`config.mk`:
```
export PLATFORM = sky130hd
export DESIGN_NAME = slab_object_allocator_unit_flat
export DESIGN_NICKNAME = d
export VERILOG_FILES = /design/src/rtl/core/soa_pkg.sv /design/src/rtl/core/soa_ifs.sv /design/src/rtl/core/soa_ram.sv /design/src/rtl/core/slab_object_allocator_unit.sv /design/src/flat_wrapper.sv
export SDC_FILE = /design/constraint.sdc
export NUM_CORES = 1
export LEC_CHECK = 0
export BUFFER_PORTS_ARGS = -buffer_cell sky130_fd_sc_hd__clkbuf_2
export CAP_MARGIN = 20
export CORE_ASPECT_RATIO = 1.4
export CORE_MARGIN = 4
export CORE_UTILIZATION = 55
export DETAILED_ROUTE_END_ITERATION = 12
export GPL_TIMING_DRIVEN = 0
export MAX_ROUTING_LAYER = met4
export PLACE_DENSITY = 0.82
export SLEW_MARGIN = 20
export SYNTH_ARGS = -nofsm -noshare
export SYNTH_HDL_FRONTEND = slang
export SYNTH_SLANG_ARGS = --single-unit
```
`constraint.sdc`:
```
create_clock -name clk -period 6.1 [get_ports clk]
set_input_delay 1.22 -clock clk [delete_from_list [all_inputs] [get_ports clk]]
set_output_delay 1.22 -clock clk [all_outputs]
set_load 0.01 [all_outputs]
```
`src/rtl/core/soa_pkg.sv`:
```
// ---------------------------------------------------------------------------
// soa_pkg
// Shared types and codes of the slab object allocator.
// ---------------------------------------------------------------------------
package soa_pkg;

    localparam int ADDR_W = 32;

    typedef logic [ADDR_W-1:0] addr_t;

    typedef enum logic
    {
        MODE_ALLOC   = 1'b0,
        MODE_RELEASE = 1'b1
    } mode_t;

    typedef enum logic [1:0]
    {
        STATUS_OK           = 2'd0,
        STATUS_OUT_OF_MEM   = 2'd1,
        STATUS_INVALID_ADDR = 2'd2,
        STATUS_ALREADY_FREE = 2'd3
    } status_t;

endpackage

```
`src/rtl/core/soa_ifs.sv`:
```
// ---------------------------------------------------------------------------
// soa_ifs
// Valid/ready channel interfaces: request, response and configuration.
// ---------------------------------------------------------------------------
interface soa_req_if;
    logic           valid;
    logic           ready;
    soa_pkg::mode_t mode;
    soa_pkg::addr_t release_address;

    modport source (output valid, output mode, output release_address, input ready);
    modport sink   (input valid, input mode, input release_address, output ready);
endinterface

interface soa_rsp_if;
    logic             valid;
    logic             ready;
    soa_pkg::status_t status;
    soa_pkg::addr_t   object_address;

    modport source (output valid, output status, output object_address, input ready);
    modport sink   (input valid, input status, input object_address, output ready);
endinterface

interface soa_cfg_if;
    logic           valid;
    logic           ready;
    soa_pkg::addr_t data;

    modport source (output valid, output data, input ready);
    modport sink   (input valid, input data, output ready);
endinterface

```
`src/rtl/core/soa_ram.sv`:
```
// ---------------------------------------------------------------------------
// soa_ram
// Simple dual-port RAM, one write and one read port, registered read data.
// ---------------------------------------------------------------------------
module soa_ram #(
    parameter int WIDTH = 8,
    parameter int DEPTH = 16
) (
    input  logic                     clk,
    input  logic                     we,
    input  logic [$clog2(DEPTH)-1:0] waddr,
    input  logic [WIDTH-1:0]         wdata,
    input  logic [$clog2(DEPTH)-1:0] raddr,
    output logic [WIDTH-1:0]         rdata
);

    logic [WIDTH-1:0] mem [DEPTH];

    always_ff @(posedge clk)
    begin
        if (we)
        begin
            mem[waddr] <= wdata;
        end
        rdata <= mem[raddr];
    end

endmodule

```
`src/rtl/core/slab_object_allocator_unit.sv`:
```
// ---------------------------------------------------------------------------
// slab_object_allocator_unit
// Bitmap slab allocator: hands out and takes back fixed-size objects.
// ---------------------------------------------------------------------------
// Usage:
//   req : one transaction per allocate (mode 0) or release (mode 1, with
//         release_address). rsp: exactly one transaction per request,
//         carrying status and, for a good allocate, the object address.
//   cfg : writes region_base; write only while no request is in flight.
// Timing: on accept (ST_IDLE) the unit picks the slab (priority encode of
//   the partial/empty masks, or address decode) and issues the read of that
//   slab's bitmap entry. In ST_EXEC it picks the object, writes the entry
//   back and loads the response register. Because of the read-modify-write
//   of the slab RAM, no new request is accepted until ST_EXEC is done.
// Stall: the response register lets the next request be accepted while a
//   response waits; that request then holds in ST_EXEC until the
//   response register frees up.
// Reset: all slabs empty. Per-slab init bits make unwritten RAM entries read
//   as "all objects free", so no clearing pass is needed.
// ---------------------------------------------------------------------------
module slab_object_allocator_unit #(
    parameter int NUM_SLABS        = 16,
    parameter int OBJECTS_PER_SLAB = 15,
    parameter int OBJECT_BYTES     = 256,
    parameter int SLAB_BYTES       = 4096
) (
    input  logic      clk,
    input  logic      rst_n,
    soa_req_if.sink   req,
    soa_rsp_if.source rsp,
    soa_cfg_if.sink   cfg
);

    localparam int SLAB_W     = $clog2(NUM_SLABS);
    localparam int OBJ_W      = $clog2(OBJECTS_PER_SLAB);
    localparam int CNT_W      = $clog2(OBJECTS_PER_SLAB + 1);
    localparam int SLAB_SHIFT = $clog2(SLAB_BYTES);
    localparam int OBJ_SHIFT  = $clog2(OBJECT_BYTES);
    localparam int BLK_W      = SLAB_SHIFT - OBJ_SHIFT;
    localparam int ENTRY_W    = CNT_W + OBJECTS_PER_SLAB;
    localparam logic [32:0] REGION_BYTES = 33'(NUM_SLABS * SLAB_BYTES);
    localparam logic [CNT_W-1:0] FULL_CNT = CNT_W'(OBJECTS_PER_SLAB);
    localparam logic [ENTRY_W-1:0] RESET_ENTRY = {FULL_CNT, {OBJECTS_PER_SLAB{1'b1}}};

    typedef enum logic [1:0]
    {
        ST_IDLE = 2'b01,
        ST_EXEC = 2'b10
    } state_t;

    state_t                state_reg, state_next;
    soa_pkg::addr_t        base_reg;
    logic [NUM_SLABS-1:0]  slab_init_reg, slab_init_next;
    logic [NUM_SLABS-1:0]  empty_reg, empty_next;
    logic [NUM_SLABS-1:0]  partial_reg, partial_next;

    // request context held from accept into ST_EXEC
    soa_pkg::mode_t        mode_reg, mode_next;
    logic [SLAB_W-1:0]     slab_reg, slab_next;
    logic [OBJ_W-1:0]      rel_obj_reg, rel_obj_next;
    logic                  from_empty_reg, from_empty_next;
    logic                  early_fail_reg, early_fail_next;
    soa_pkg::status_t      early_status_reg, early_status_next;

    logic                  out_valid_reg, out_valid_next;
    soa_pkg::status_t      out_status_reg, out_status_next;
    soa_pkg::addr_t        out_addr_reg, out_addr_next;

    // decode at accept (ST_IDLE)
    logic [NUM_SLABS-1:0]  pool;
    logic [SLAB_W-1:0]     alloc_slab;
    logic                  alloc_found;
    soa_pkg::addr_t        rel_off;
    logic                  rel_in_region;
    logic [BLK_W-1:0]      rel_blk;
    logic                  rel_blk_ok;
    logic [SLAB_W-1:0]     slab_sel;

    // ST_EXEC update
    logic [ENTRY_W-1:0]          ram_rdata, ram_wdata;
    logic                        ram_we;
    logic [SLAB_W-1:0]           ram_raddr;
    logic [ENTRY_W-1:0]          entry;
    logic [OBJECTS_PER_SLAB-1:0] bits, new_bits, obit;
    logic [CNT_W-1:0]            cnt, new_cnt;
    logic [OBJ_W-1:0]            obj_pick;
    logic                        obj_found;
    logic [NUM_SLABS-1:0]        sbit;
    logic                        exec_go;
    logic                        accept;

    assign accept    = req.valid && req.ready;
    assign req.ready = (state_reg == ST_IDLE);
    assign cfg.ready = 1'b1;

    assign rsp.valid          = out_valid_reg;
    assign rsp.status         = out_status_reg;
    assign rsp.object_address = out_addr_reg;

    // ---- slab selection ----
    assign pool = (partial_reg != '0) ? partial_reg : empty_reg;

    always_comb
    begin
        alloc_slab  = '0;
        alloc_found = 1'b0;
        for (int i = NUM_SLABS - 1; i >= 0; i--)
        begin
            if (pool[i])
            begin
                alloc_slab  = SLAB_W'(i);
                alloc_found = 1'b1;
            end
        end
    end

    assign rel_off       = req.release_address - base_reg;
    assign rel_in_region = ({1'b0, rel_off} < REGION_BYTES);
    assign rel_blk       = rel_off[OBJ_SHIFT +: BLK_W];
    assign rel_blk_ok    = (rel_blk != '0) && (32'(rel_blk) <= 32'(OBJECTS_PER_SLAB));
    assign slab_sel      = (req.mode == soa_pkg::MODE_RELEASE)
                         ? rel_off[SLAB_SHIFT +: SLAB_W] : alloc_slab;

    assign ram_raddr = (state_reg == ST_IDLE) ? slab_sel : slab_reg;

    soa_ram #(
        .WIDTH (ENTRY_W),
        .DEPTH (NUM_SLABS)
    ) u_slab_ram (
        .clk   (clk),
        .we    (ram_we),
        .waddr (slab_reg),
        .wdata (ram_wdata),
        .raddr (ram_raddr),
        .rdata (ram_rdata)
    );

    // ---- object selection and entry update ----
    assign entry = slab_init_reg[slab_reg] ? ram_rdata : RESET_ENTRY;
    assign bits  = entry[OBJECTS_PER_SLAB-1:0];
    assign cnt   = entry[ENTRY_W-1:OBJECTS_PER_SLAB];
    assign sbit  = NUM_SLABS'(1) << slab_reg;
    assign exec_go = (state_reg == ST_EXEC) && (!out_valid_reg || rsp.ready);

    always_comb
    begin
        obj_pick  = '0;
        obj_found = 1'b0;
        for (int i = OBJECTS_PER_SLAB - 1; i >= 0; i--)
        begin
            if (bits[i])
            begin
                obj_pick  = OBJ_W'(i);
                obj_found = 1'b1;
            end
        end
    end

    always_comb
    begin
        state_next        = state_reg;
        slab_init_next    = slab_init_reg;
        empty_next        = empty_reg;
        partial_next      = partial_reg;
        mode_next         = mode_reg;
        slab_next         = slab_reg;
        rel_obj_next      = rel_obj_reg;
        from_empty_next   = from_empty_reg;
        early_fail_next   = early_fail_reg;
        early_status_next = early_status_reg;
        out_valid_next    = out_valid_reg && !rsp.ready;
        out_status_next   = out_status_reg;
        out_addr_next     = out_addr_reg;
        ram_we            = 1'b0;
        new_bits          = bits;
        new_cnt           = cnt;
        obit              = '0;

        case (state_reg)
            ST_IDLE:
            begin
                if (accept)
                begin
                    state_next      = ST_EXEC;
                    mode_next       = req.mode;
                    slab_next       = slab_sel;
                    rel_obj_next    = OBJ_W'(rel_blk - BLK_W'(1));
                    from_empty_next = (partial_reg == '0);
                    if (req.mode == soa_pkg::MODE_RELEASE)
                    begin
                        early_fail_next   = !(rel_in_region && rel_blk_ok);
                        early_status_next = soa_pkg::STATUS_INVALID_ADDR;
                    end
                    else
                    begin
                        early_fail_next   = !alloc_found;
                        early_status_next = soa_pkg::STATUS_OUT_OF_MEM;
                    end
                end
            end
            ST_EXEC:
            begin
                if (exec_go)
                begin
                    state_next      = ST_IDLE;
                    out_valid_next  = 1'b1;
                    out_status_next = soa_pkg::STATUS_OK;
                    out_addr_next   = '0;
                    if (early_fail_reg)
                    begin
                        out_status_next = early_status_reg;
                    end
                    else if (mode_reg == soa_pkg::MODE_ALLOC)
                    begin
                        if (!obj_found || cnt == '0)
                        begin
                            out_status_next = soa_pkg::STATUS_OUT_OF_MEM;
                        end
                        else
                        begin
                            obit     = OBJECTS_PER_SLAB'(1) << obj_pick;
                            new_bits = bits & ~obit;
                            new_cnt  = cnt - CNT_W'(1);
                            ram_we   = 1'b1;
                            slab_init_next = slab_init_reg | sbit;
                            if (from_empty_reg)
                            begin
                                empty_next   = empty_next & ~sbit;
                                partial_next = partial_next | sbit;
                            end
                            if (new_cnt == '0)
                            begin
                                partial_next = partial_next & ~sbit;
                            end
                            out_addr_next = base_reg
                                          + (32'(slab_reg) << SLAB_SHIFT)
                                          + ((32'(obj_pick) + 32'd1) << OBJ_SHIFT);
                        end
                    end
                    else
                    begin
                        obit = OBJECTS_PER_SLAB'(1) << rel_obj_reg;
                        if ((bits & obit) != '0)
                        begin
                            out_status_next = soa_pkg::STATUS_ALREADY_FREE;
                        end
                        else
                        begin
                            new_bits = bits | obit;
                            if (cnt < FULL_CNT)
                            begin
                                new_cnt = cnt + CNT_W'(1);
                            end
                            ram_we = 1'b1;
                            slab_init_next = slab_init_reg | sbit;
                            if (new_cnt == CNT_W'(1))
                            begin
                                partial_next = partial_next | sbit;
                            end
                            if (new_cnt == FULL_CNT)
                            begin
                                partial_next = partial_next & ~sbit;
                                empty_next   = empty_next | sbit;
                            end
                        end
                    end
                end
            end
            default:
            begin
                state_next = ST_IDLE;
            end
        endcase
    end

    assign ram_wdata = {new_cnt, new_bits};

    always_ff @(posedge clk or negedge rst_n)
    begin
        if (!rst_n)
        begin
            state_reg     <= ST_IDLE;
            base_reg      <= '0;
            slab_init_reg <= '0;
            empty_reg     <= '1;
            partial_reg   <= '0;
            out_valid_reg <= 1'b0;
        end
        else
        begin
            state_reg     <= state_next;
            slab_init_reg <= slab_init_next;
            empty_reg     <= empty_next;
            partial_reg   <= partial_next;
            out_valid_reg <= out_valid_next;
            if (cfg.valid && cfg.ready)
            begin
                base_reg <= cfg.data;
            end
        end
    end

    always_ff @(posedge clk)
    begin
        mode_reg         <= mode_next;
        slab_reg         <= slab_next;
        rel_obj_reg      <= rel_obj_next;
        from_empty_reg   <= from_empty_next;
        early_fail_reg   <= early_fail_next;
        early_status_reg <= early_status_next;
        out_status_reg   <= out_status_next;
        out_addr_reg     <= out_addr_next;
    end

endmodule

```
`src/flat_wrapper.sv`:
```
// flat-port wrapper written by rule: the top's interface ports become plain ports
module slab_object_allocator_unit_flat 
#(
    parameter int NUM_SLABS        = 16,
    parameter int OBJECTS_PER_SLAB = 15,
    parameter int OBJECT_BYTES     = 256,
    parameter int SLAB_BYTES       = 4096
)
  (clk, rst_n, req_valid, req_mode, req_release_address, req_ready, rsp_valid, rsp_status, rsp_object_address, rsp_ready, cfg_valid, cfg_data, cfg_ready);
  soa_req_if req_i ();
  soa_rsp_if rsp_i ();
  soa_cfg_if cfg_i ();
  input  logic clk;
  input  logic rst_n;
  input wire logic [$bits(req_i.valid)-1:0] req_valid;
  input wire logic [$bits(req_i.mode)-1:0] req_mode;
  input wire logic [$bits(req_i.release_address)-1:0] req_release_address;
  output wire logic [$bits(req_i.ready)-1:0] req_ready;
  output wire logic [$bits(rsp_i.valid)-1:0] rsp_valid;
  output wire logic [$bits(rsp_i.status)-1:0] rsp_status;
  output wire logic [$bits(rsp_i.object_address)-1:0] rsp_object_address;
  input wire logic [$bits(rsp_i.ready)-1:0] rsp_ready;
  input wire logic [$bits(cfg_i.valid)-1:0] cfg_valid;
  input wire logic [$bits(cfg_i.data)-1:0] cfg_data;
  output wire logic [$bits(cfg_i.ready)-1:0] cfg_ready;
  assign req_i.valid = req_valid;
  assign req_i.mode = req_mode;
  assign req_i.release_address = req_release_address;
  assign req_ready = req_i.ready;
  assign rsp_valid = rsp_i.valid;
  assign rsp_status = rsp_i.status;
  assign rsp_object_address = rsp_i.object_address;
  assign rsp_i.ready = rsp_ready;
  assign cfg_i.valid = cfg_valid;
  assign cfg_i.data = cfg_data;
  assign cfg_ready = cfg_i.ready;
  slab_object_allocator_unit #(.NUM_SLABS(NUM_SLABS), .OBJECTS_PER_SLAB(OBJECTS_PER_SLAB), .OBJECT_BYTES(OBJECT_BYTES), .SLAB_BYTES(SLAB_BYTES)) u_core (.clk(clk), .rst_n(rst_n), .req(req_i), .rsp(rsp_i), .cfg(cfg_i));
endmodule
```
==> results of run 1 <==
logic make-up after synthesis:
family	count (synthesis)	synth area share
and+or+nand+nor	370	0.0845
other	1	0.000173
xor gates and xnor gates	36	0.0146
DFF	452	0.600
AOI/OAI and AO/OA	297	0.0901
buffers and inverters	145	0.0322
muxes	305	0.145
adders and majority gates	58	0.0342
repair_timing:
item / CTS / global route
pin swaps: 6 / 4
setup endpoints to repair: 15 / 13
gates resized for setup: 17 / 8
setup buffers: 20 / 2
final cells by class:
class | count | area, um^2
clock buffers | 65 | 1210
repair buffers | 133 | 778
clock inverters | 15 | 143
multi-input cells | 1067 | 8140
diodes | 1 | 2.50
well taps | 522 | 653
fillers | 2965 | 14100
flip-flops and latches | 452 | 13000
plain buffers | 77 | 449
inverters | 67 | 253
through the flow:
step	instances	utilization
finish	2399	0.636
global route	2399	0.636
CTS	2395	0.634
detailed placement	2295	0.594
global placement	2290	0.590
floorplan	1664	-
worst max-delay path, stage by stage, from the launching register on:
cell and delay, ns:
sky130_fd_sc_hd__edfxtp_1 0.38, sky130_fd_sc_hd__buf_6 0.15, sky130_fd_sc_hd__mux4_2 0.54, sky130_fd_sc_hd__mux4_2 0.59
sky130_fd_sc_hd__nand2_4 0.10, sky130_fd_sc_hd__nor2_1 0.06, sky130_fd_sc_hd__a211oi_2 0.23, sky130_fd_sc_hd__nor3_1 0.09
sky130_fd_sc_hd__o311ai_2 0.32, sky130_fd_sc_hd__inv_1 0.14, sky130_fd_sc_hd__ha_1 0.31, sky130_fd_sc_hd__inv_1 0.04
sky130_fd_sc_hd__ha_1 0.26, sky130_fd_sc_hd__ha_2 0.18, sky130_fd_sc_hd__inv_1 0.06, sky130_fd_sc_hd__fa_2 0.43
sky130_fd_sc_hd__nor2b_4 0.14, sky130_fd_sc_hd__o21ai_2 0.08, sky130_fd_sc_hd__a21boi_2 0.18, sky130_fd_sc_hd__o21ai_2 0.09
sky130_fd_sc_hd__a21boi_2 0.19, sky130_fd_sc_hd__o21ai_2 0.09, sky130_fd_sc_hd__a211oi_2 0.19, sky130_fd_sc_hd__buf_4 0.18
sky130_fd_sc_hd__or3b_2 0.46, sky130_fd_sc_hd__xor2_1 0.19, sky130_fd_sc_hd__nor2_1 0.07
Yosys cell counts, drive strengths merged (18+ instances only):
master,number
dfxtp,19
nand3,27
dfrtp,66
inv,66
o21a,19
buf,45
nand2,101
edfxtp,350
nor3,32
a31oi,18
clkbuf,33
nor2,89
nor2b,19
mux2i,296
xnor2,28
ha,56
a21oi,62
o21ai,79
cells in the final DEF, fill, tap and decap left out, drive strengths merged, types with 18 or more instances in the layout:
cell type / count
a21oi: 62
a31oi: 18
buf: 73
clkbuf: 202
dfrtp: 66
dfxtp: 19
edfxtp: 350
ha: 56
inv: 71
mux2i: 296
nand2: 101
nand3: 27
nor2: 89
nor2b: 19
nor3: 32
o21a: 19
o21ai: 79
xnor2: 28
worst min path at each step:
stage	startpoint	end	depth (start not counted)
after global routing	u_core.slab_init_reg[10]	u_core.slab_init_reg[10]	1
after global placement	u_core.slab_init_reg[9]	u_core.slab_init_reg[9]	1
final	u_core.slab_init_reg[10]	u_core.slab_init_reg[10]	1
after detailed placement	u_core.slab_init_reg[9]	u_core.slab_init_reg[9]	1
after floorplan	u_core.slab_init_reg[9]	u_core.slab_init_reg[9]	1
after CTS	u_core.slab_init_reg[10]	u_core.slab_init_reg[10]	1
power by group through the flow:
stage	combinational (mW)	clock [mW]	sequential, mW
CTS	1.66	2.63	3.48
finish	1.67	2.60	3.49
global placement	1.59	0	3.55
floorplan	1.18	0	3.52
global route	1.78	2.77	3.49
detailed placement	1.63	0	3.55
routing by layer:
metal  up-vias  track usage  part of all wire
met1      7226        0.313              0.37
li1       6605            -                 -
met3       171       0.0454             0.059
met2       596        0.470              0.52
met5         -            -                 0
met4         0        0.117             0.051
==> impl_results.md, run 1 <==
- Run status: finished, final reports clean
- Tmin final: 6.02 ns
- Initial detailed-routing violation count: roughly 1000
- Clock tree from TritonCTS: built
- Synthesized area per cell: 13.0 um^2
- Wire per inst: 23.8 um
- Share of cells above drive strength 1: 0.174
- Endpoint of the most critical register-to-register path: u_core.rsp.object_address[31]
- Number of enable flip-flop cells after synthesis: 350
- Synth Flop Type: sky130_fd_sc_hd__edfxtp_1
- # port buffers: roughly 100
- Net count, final: 1969
- Critical Path Source: u_core.slab_reg[1]
- Syn Nets: around 1800
- GRT Residual Overflow: 0
- Global-route wire length before repair: 87.6 mm
- Cell area after placement: 23000 um^2
- Post-synthesis sequential area ratio: 0.600
- Share of synthesized flip-flops with an asynchronous set or reset: 0.184
- Finish-stage setup viols: 0
- Worst slack, placed: -1.38 ns
- Combinational share of power: 0.216
- Internal power component: 5.50 mW
- Critical path peak fanout: 5
- Routability congestion estimate from global placement: 0.974
- Worst path arrival time: between 6 and 7 ns
- Vertical die dimension: 243 um
- Number of H-tree levels: 2
- Proportion of total power due to net switching: 0.292
- Unrepaired setup endpoints after global routing: true
- Number of global-route vias before repair: 15187
- Number of buffers on the longest clock path: 3
- Pwr dens: 315 nW/um^2
- Setup slack of the worst register-to-register path: approximately 0.08 ns
- Worst vdd rail ir drop: 203 uV
- IO Count: 107
- Sum of net half-perimeters after detailed placement: 39.9 mm
- GRT Util Overall: 0.272
- Max-cap violations: 0
- Core Rows: 85
- Fin Setup TNS: 0 ns
- Vias per inst: 6.09
- Number of instances in the synthesized netlist: ~1700
- Nature of the critical path startpoint: register
- Pin count of the biggest net entering global routing: 84
- Pwr Total: roughly 7.8 mW
- Share of the synthesized area in the top cell type: 0.485
- Total core area: 38700 um^2
- Main area contributors after synthesis: sky130_fd_sc_hd__edfxtp_1, sky130_fd_sc_hd__mux2i_1, sky130_fd_sc_hd__dfrtp_1
- Drt drc: 0
- Fin crit share: 0.987
- Maximum achievable frequency: around 170 MHz
- Final Skew: 0.0220 ns
- Sinks on Clock Net: 452
- Kind of end point of the critical path: register
- DIE WIDTH: approximately 180 um
- Clock group share of total power: 0.335
- Antenna Violating Nets Remaining: 0
- Switching Power: ~2.3 mW
- Number of different library cells in the post-synthesis netlist: 78
- Library cell occupying the most area in the post-synthesis netlist: sky130_fd_sc_hd__edfxtp_1
- Static leakage: 9.09 nW
- Area of the die: 42700 um^2
- Final design instance area without fill: between 20000 and 25000 um^2
- Transition time of the tightest slew-check pin: 1.01 ns
- Endpoints failing hold: 0
- FF-to-FF path depth: 26
- Register clock-pin slew on the reported worst setup and hold paths: 0.07 ns
- Area overhead of the layout relative to synthesis: 13.6%
- Headroom to the max-slew limit: 0.322
- Via count of the routed design: around 15000
- Number of synthesis warnings: 0
- Post-CTS Hold Fix Bufs: 0
- Worst hold margin: between 0.4 and 0.5 ns
- Worst setup path class: register to register
- Source-to-sink clock delay at the later pin of the worst-skew pair: 0.58 ns
- Worst flop-to-flop path startpoint: u_core.slab_reg[1]
- Root buffer cell: sky130_fd_sc_hd__clkbuf_16
- Number of flip-flops under the largest register name: 304
- Number of iterations in the first detailed-routing pass: 5
- Clock buffers created by TritonCTS: 43
- Antenna violations before repair: 2
- Register bit count reported by yosys: 452
- Timing endpoint of the critical path: u_core.rsp.object_address[31]
- Total detailed-routing wirelength: about 57 mm
- Relative contribution of sequential cells to total power: 0.449
- PnR worst setup slack: slightly below 0.08 ns
- Post-Synthesis Cell Area: 21700 um^2
- Class of the tightest hold or removal check: register to register
- Required time of the critical path: 6.41 ns
- Final Max Slew Viols: 0
- Initial standard-cell utilization of the core: 0.560
Note: power is estimated with default switching activity, not from simulation.
==> inputs of run 2 (changes only) <==
- PLACE_DENSITY: 0.82 -> 0.79
- clock period: 6.1 -> 7.7 ns (I/O delays scaled with it)
==> run 2 against run 1 <==
Worst hold slack lost 0.0034 ns. Setup slack better by 0.41 ns. Critical path type unchanged. First-iteration DRC count fell by 5.7%. Routed wire length is 2.0% lower. Largest power group unchanged. Largest cell class unchanged. Non-clock buffer count shrank 21. Power down 21%. Register-to-register slack improved by 0.41 ns. Sequential share of layout area up 0.47 points.
==> impl_results.md, run 2 (synthesis gave the netlist of run 1 again) <==
- Core Rows: 85 (unchanged)
- Antenna violations before repair: 0 (was 2)
- Number of global-route vias before repair: 14939 (was 15187)
- Global-route wire length before repair: 85.0 mm (was 87.6 mm)
- FF-to-FF path depth: 24 (was 26)
- Drt drc: 0 (unchanged)
- Share of cells above drive strength 1: 0.159 (was 0.174)
- Clock buffers created by TritonCTS: 42 (was 43)
- Clock group share of total power: 0.336 (was 0.335)
- DRT met1 WL: 20.6 mm (was 21.4 mm)
- Worst flop-to-flop path startpoint: u_core.slab_reg[1] (unchanged)
- Worst vdd rail ir drop: 172 uV (was 203 uV)
- Worst path arrival time: 7.50 ns (was 6.33 ns)
- Final Skew: 0.0257 ns (was 0.0220 ns)
- Pin count of the biggest net entering global routing: 84 (unchanged)
- Static leakage: 8.95 nW (was 9.09 nW)
- Critical path peak fanout: 10 (was 5)
- IO Count: 107 (unchanged)
- Area of the die: 42700 um^2 (unchanged)
- Met2 WL post-DR: 29.4 mm (was 29.5 mm)
- Relative contribution of sequential cells to total power: 0.451 (was 0.449)
- Number of H-tree levels: 2 (unchanged)
- Startpoint of the worst hold path: u_core.slab_init_reg[10] (unchanged)
- Root buffer cell: sky130_fd_sc_hd__clkbuf_16 (unchanged)
- Sinks on Clock Net: 452 (unchanged)
- Wire per inst: 23.6 um (was 23.8 um)
- Routability congestion estimate from global placement: 0.959 (was 0.974)
- Number of flip-flops under the largest register name: 304 (unchanged)
- Met3 Routed Length: 3.30 mm (was 3.38 mm)
- Pwr dens: 251 nW/um^2 (was 315 nW/um^2)
- Number of instances on the worst hold path: 1 (unchanged)
- Via count of the routed design: 14351 (was 14598)
- Total core area: 38700 um^2 (unchanged)
- Initial detailed-routing violation count: 978 (was 1037)
- Vertical die dimension: 243 um (unchanged)
- # fillers: 3060 (was 2965)
- Maximum achievable frequency: 139 MHz (was 166 MHz)
- Number of buffers on the longest clock path: 3 (unchanged)
- Vias per inst: 6.05 (was 6.09)
- Internal power component: 4.37 mW (was 5.50 mW)
- Switching Power: 1.75 mW (was 2.26 mW)
- Antenna Violating Nets Remaining: 0 (unchanged)
- Fin crit share: 0.936 (was 0.987)
- Endpoint of the most critical register-to-register path: u_core.rsp.object_address[31] (unchanged)
- Setup slack of the worst register-to-register path: 0.49 ns (was 0.08 ns)
- Fin Setup TNS: 0 ns (unchanged)
- Most used cells in the layout excluding fill and tap cells: sky130_fd_sc_hd__edfxtp_1, sky130_fd_sc_hd__mux2i_1, sky130_fd_sc_hd__clkbuf_2, sky130_fd_sc_hd__nand2_1, sky130_fd_sc_hd__nor2_1 (unchanged)
- Worst setup path class: register to register (unchanged)
- Diode count: 0 (was 1)
- Number of iterations in the first detailed-routing pass: 6 (was 5)
- Transition time of the tightest slew-check pin: 1.06 ns (was 1.01 ns)
- Source-to-sink clock delay at the later pin of the worst-skew pair: 0.56 ns (was 0.58 ns)
- # port buffers: 104 (unchanged)
- Area overhead of the layout relative to synthesis: 12.6% (was 13.6%)
- Max-cap violations: 0 (unchanged)
- Clock tree from TritonCTS: built (unchanged)
- Kind of end point of the critical path: register (unchanged)
- Nature of the critical path startpoint: register (unchanged)
- Proportion of total power due to net switching: 0.287 (was 0.292)
- Net count, final: 1947 (was 1969)
- Post-CTS Hold Fix Bufs: 0 (unchanged)
- Register clock-pin slew on the reported worst setup and hold paths: 0.07 ns (about the same)
- Highest metal layer with signal wires: met4 (unchanged)
- Run status: finished, final reports clean (unchanged)
- GRT Util Overall: 0.268 (was 0.272)
- Most frequent standard cell in the layout excluding fill and tap cells: sky130_fd_sc_hd__edfxtp_1 (unchanged)
- Combinational share of power: 0.213 (was 0.216)
- Sum of net half-perimeters after detailed placement: 39.7 mm (was 39.9 mm)
- Worst Hold Endpoint: u_core.slab_init_reg[10] (unchanged)
- Tmin final: 7.21 ns (was 6.02 ns)
- Final Max Slew Viols: 0 (unchanged)
- Headroom to the max-slew limit: 0.290 (was 0.322)
- Pwr Total: 6.12 mW (was 7.76 mW)
- Unrepaired setup endpoints after global routing: false (was true)
- Initial standard-cell utilization of the core: 0.560 (unchanged)
- Required time of the critical path: 7.99 ns (was 6.41 ns)
- Finish-stage setup viols: 0 (unchanged)
- Endpoints failing hold: 0 (unchanged)
- Total detailed-routing wirelength: 56.0 mm (was 57.2 mm)
- Class of the tightest hold or removal check: register to register (unchanged)
- DIE WIDTH: 176 um (unchanged)
- GRT Residual Overflow: 0 (unchanged)
-- run 2: metal layers --
metal | vias up | global-route usage
li1 | 6565 | -
met1 | 7083 | 0.297
met2 | 529 | 0.474
met3 | 174 | 0.0419
met4 | 0 | 0.120
met5 | - | -
-- run 2: worst max-delay path by stage --
stage,from,endpoint,slack (ns),cells past startpoint
2_1_floorplan,u_core.slab_reg[1],u_core.rsp.object_address[31],1.91,24
3_3_place_gp,rsp_ready,u_core.u_slab_ram.mem[13][7],-0.80,9
3_5_place_dp,u_core.slab_reg[3],u_core.rsp.object_address[31],0.34,24
4_1_cts,u_core.slab_reg[3],u_core.rsp.object_address[31],0.23,24
5_1_grt,u_core.slab_reg[1],u_core.rsp.object_address[31],0.03,24
6_report,u_core.slab_reg[1],u_core.rsp.object_address[31],0.49,24
-- run 2: what timing repair did --
action | CTS | global route
buffers inserted | 0 | 0
hold endpoints to repair | 0 | 0
endpoints found under the setup margin | 0 | 4
gates resized for setup | 0 | 3
-- run 2: power groups by stage --
stage	Combinational (mW)	Sequential [mW]	Clock [mW]
floorplan	0.932	2.79	0
global placement	1.26	2.81	0
detailed placement	1.29	2.81	0
CTS	1.30	2.76	2.08
global route	1.39	2.77	2.19
finish	1.30	2.76	2.06
-- run 2: critical path: stages, from the launching register on --
cell,delay (ns)
sky130_fd_sc_hd__edfxtp_1,0.43
sky130_fd_sc_hd__buf_4,0.24
sky130_fd_sc_hd__mux4_2,0.56
sky130_fd_sc_hd__mux4_2,0.59
sky130_fd_sc_hd__nand2_1,0.18
sky130_fd_sc_hd__nor2_1,0.08
sky130_fd_sc_hd__a211oi_1,0.27
sky130_fd_sc_hd__nor3_1,0.09
sky130_fd_sc_hd__o311ai_1,0.45
sky130_fd_sc_hd__inv_1,0.17
sky130_fd_sc_hd__ha_1,0.26
sky130_fd_sc_hd__ha_1,0.31
sky130_fd_sc_hd__ha_1,0.31
sky130_fd_sc_hd__inv_1,0.05
sky130_fd_sc_hd__fa_1,0.38
sky130_fd_sc_hd__nor2b_1,0.18
sky130_fd_sc_hd__o21ai_0,0.19
sky130_fd_sc_hd__a21boi_0,0.31
sky130_fd_sc_hd__o21ai_0,0.17
sky130_fd_sc_hd__a21boi_0,0.28
sky130_fd_sc_hd__o21ai_0,0.17
sky130_fd_sc_hd__a211oi_2,0.55
sky130_fd_sc_hd__or3b_2,0.51
sky130_fd_sc_hd__xor2_1,0.15
sky130_fd_sc_hd__nor2_1,0.06
-- run 2: area by class of cell --
| type | count | area, um^2 | share of cell area |
|---|---|---|---|
| well taps | 522 | 653 | 0.0268 |
| plain buffers | 78 | 447 | 0.0183 |
| flip-flops and latches | 452 | 13000 | 0.532 |
| multi-input cells | 1067 | 8080 | 0.331 |
| clock inverters | 20 | 211 | 0.00867 |
| repair buffers | 111 | 618 | 0.0253 |
| clock buffers | 57 | 1150 | 0.0470 |
| inverters | 67 | 253 | 0.0104 |
-- run 2: stage by stage --
step / worst slack, ns / area, um^2 / util / std cells / hold WS [ns]
2_1_floorplan: 1.91 / 21700 / - / 1664 / 0.428
3_3_place_gp: -0.795 / 22800 / 0.590 / 2290 / 0.441
5_1_grt: 0.0253 / 24400 / 0.630 / 2374 / 0.487
3_5_place_dp: 0.336 / 23000 / 0.594 / 2296 / 0.450
6_report: 0.492 / 24400 / 0.630 / 2374 / 0.466
4_1_cts: 0.228 / 24400 / 0.629 / 2373 / 0.468
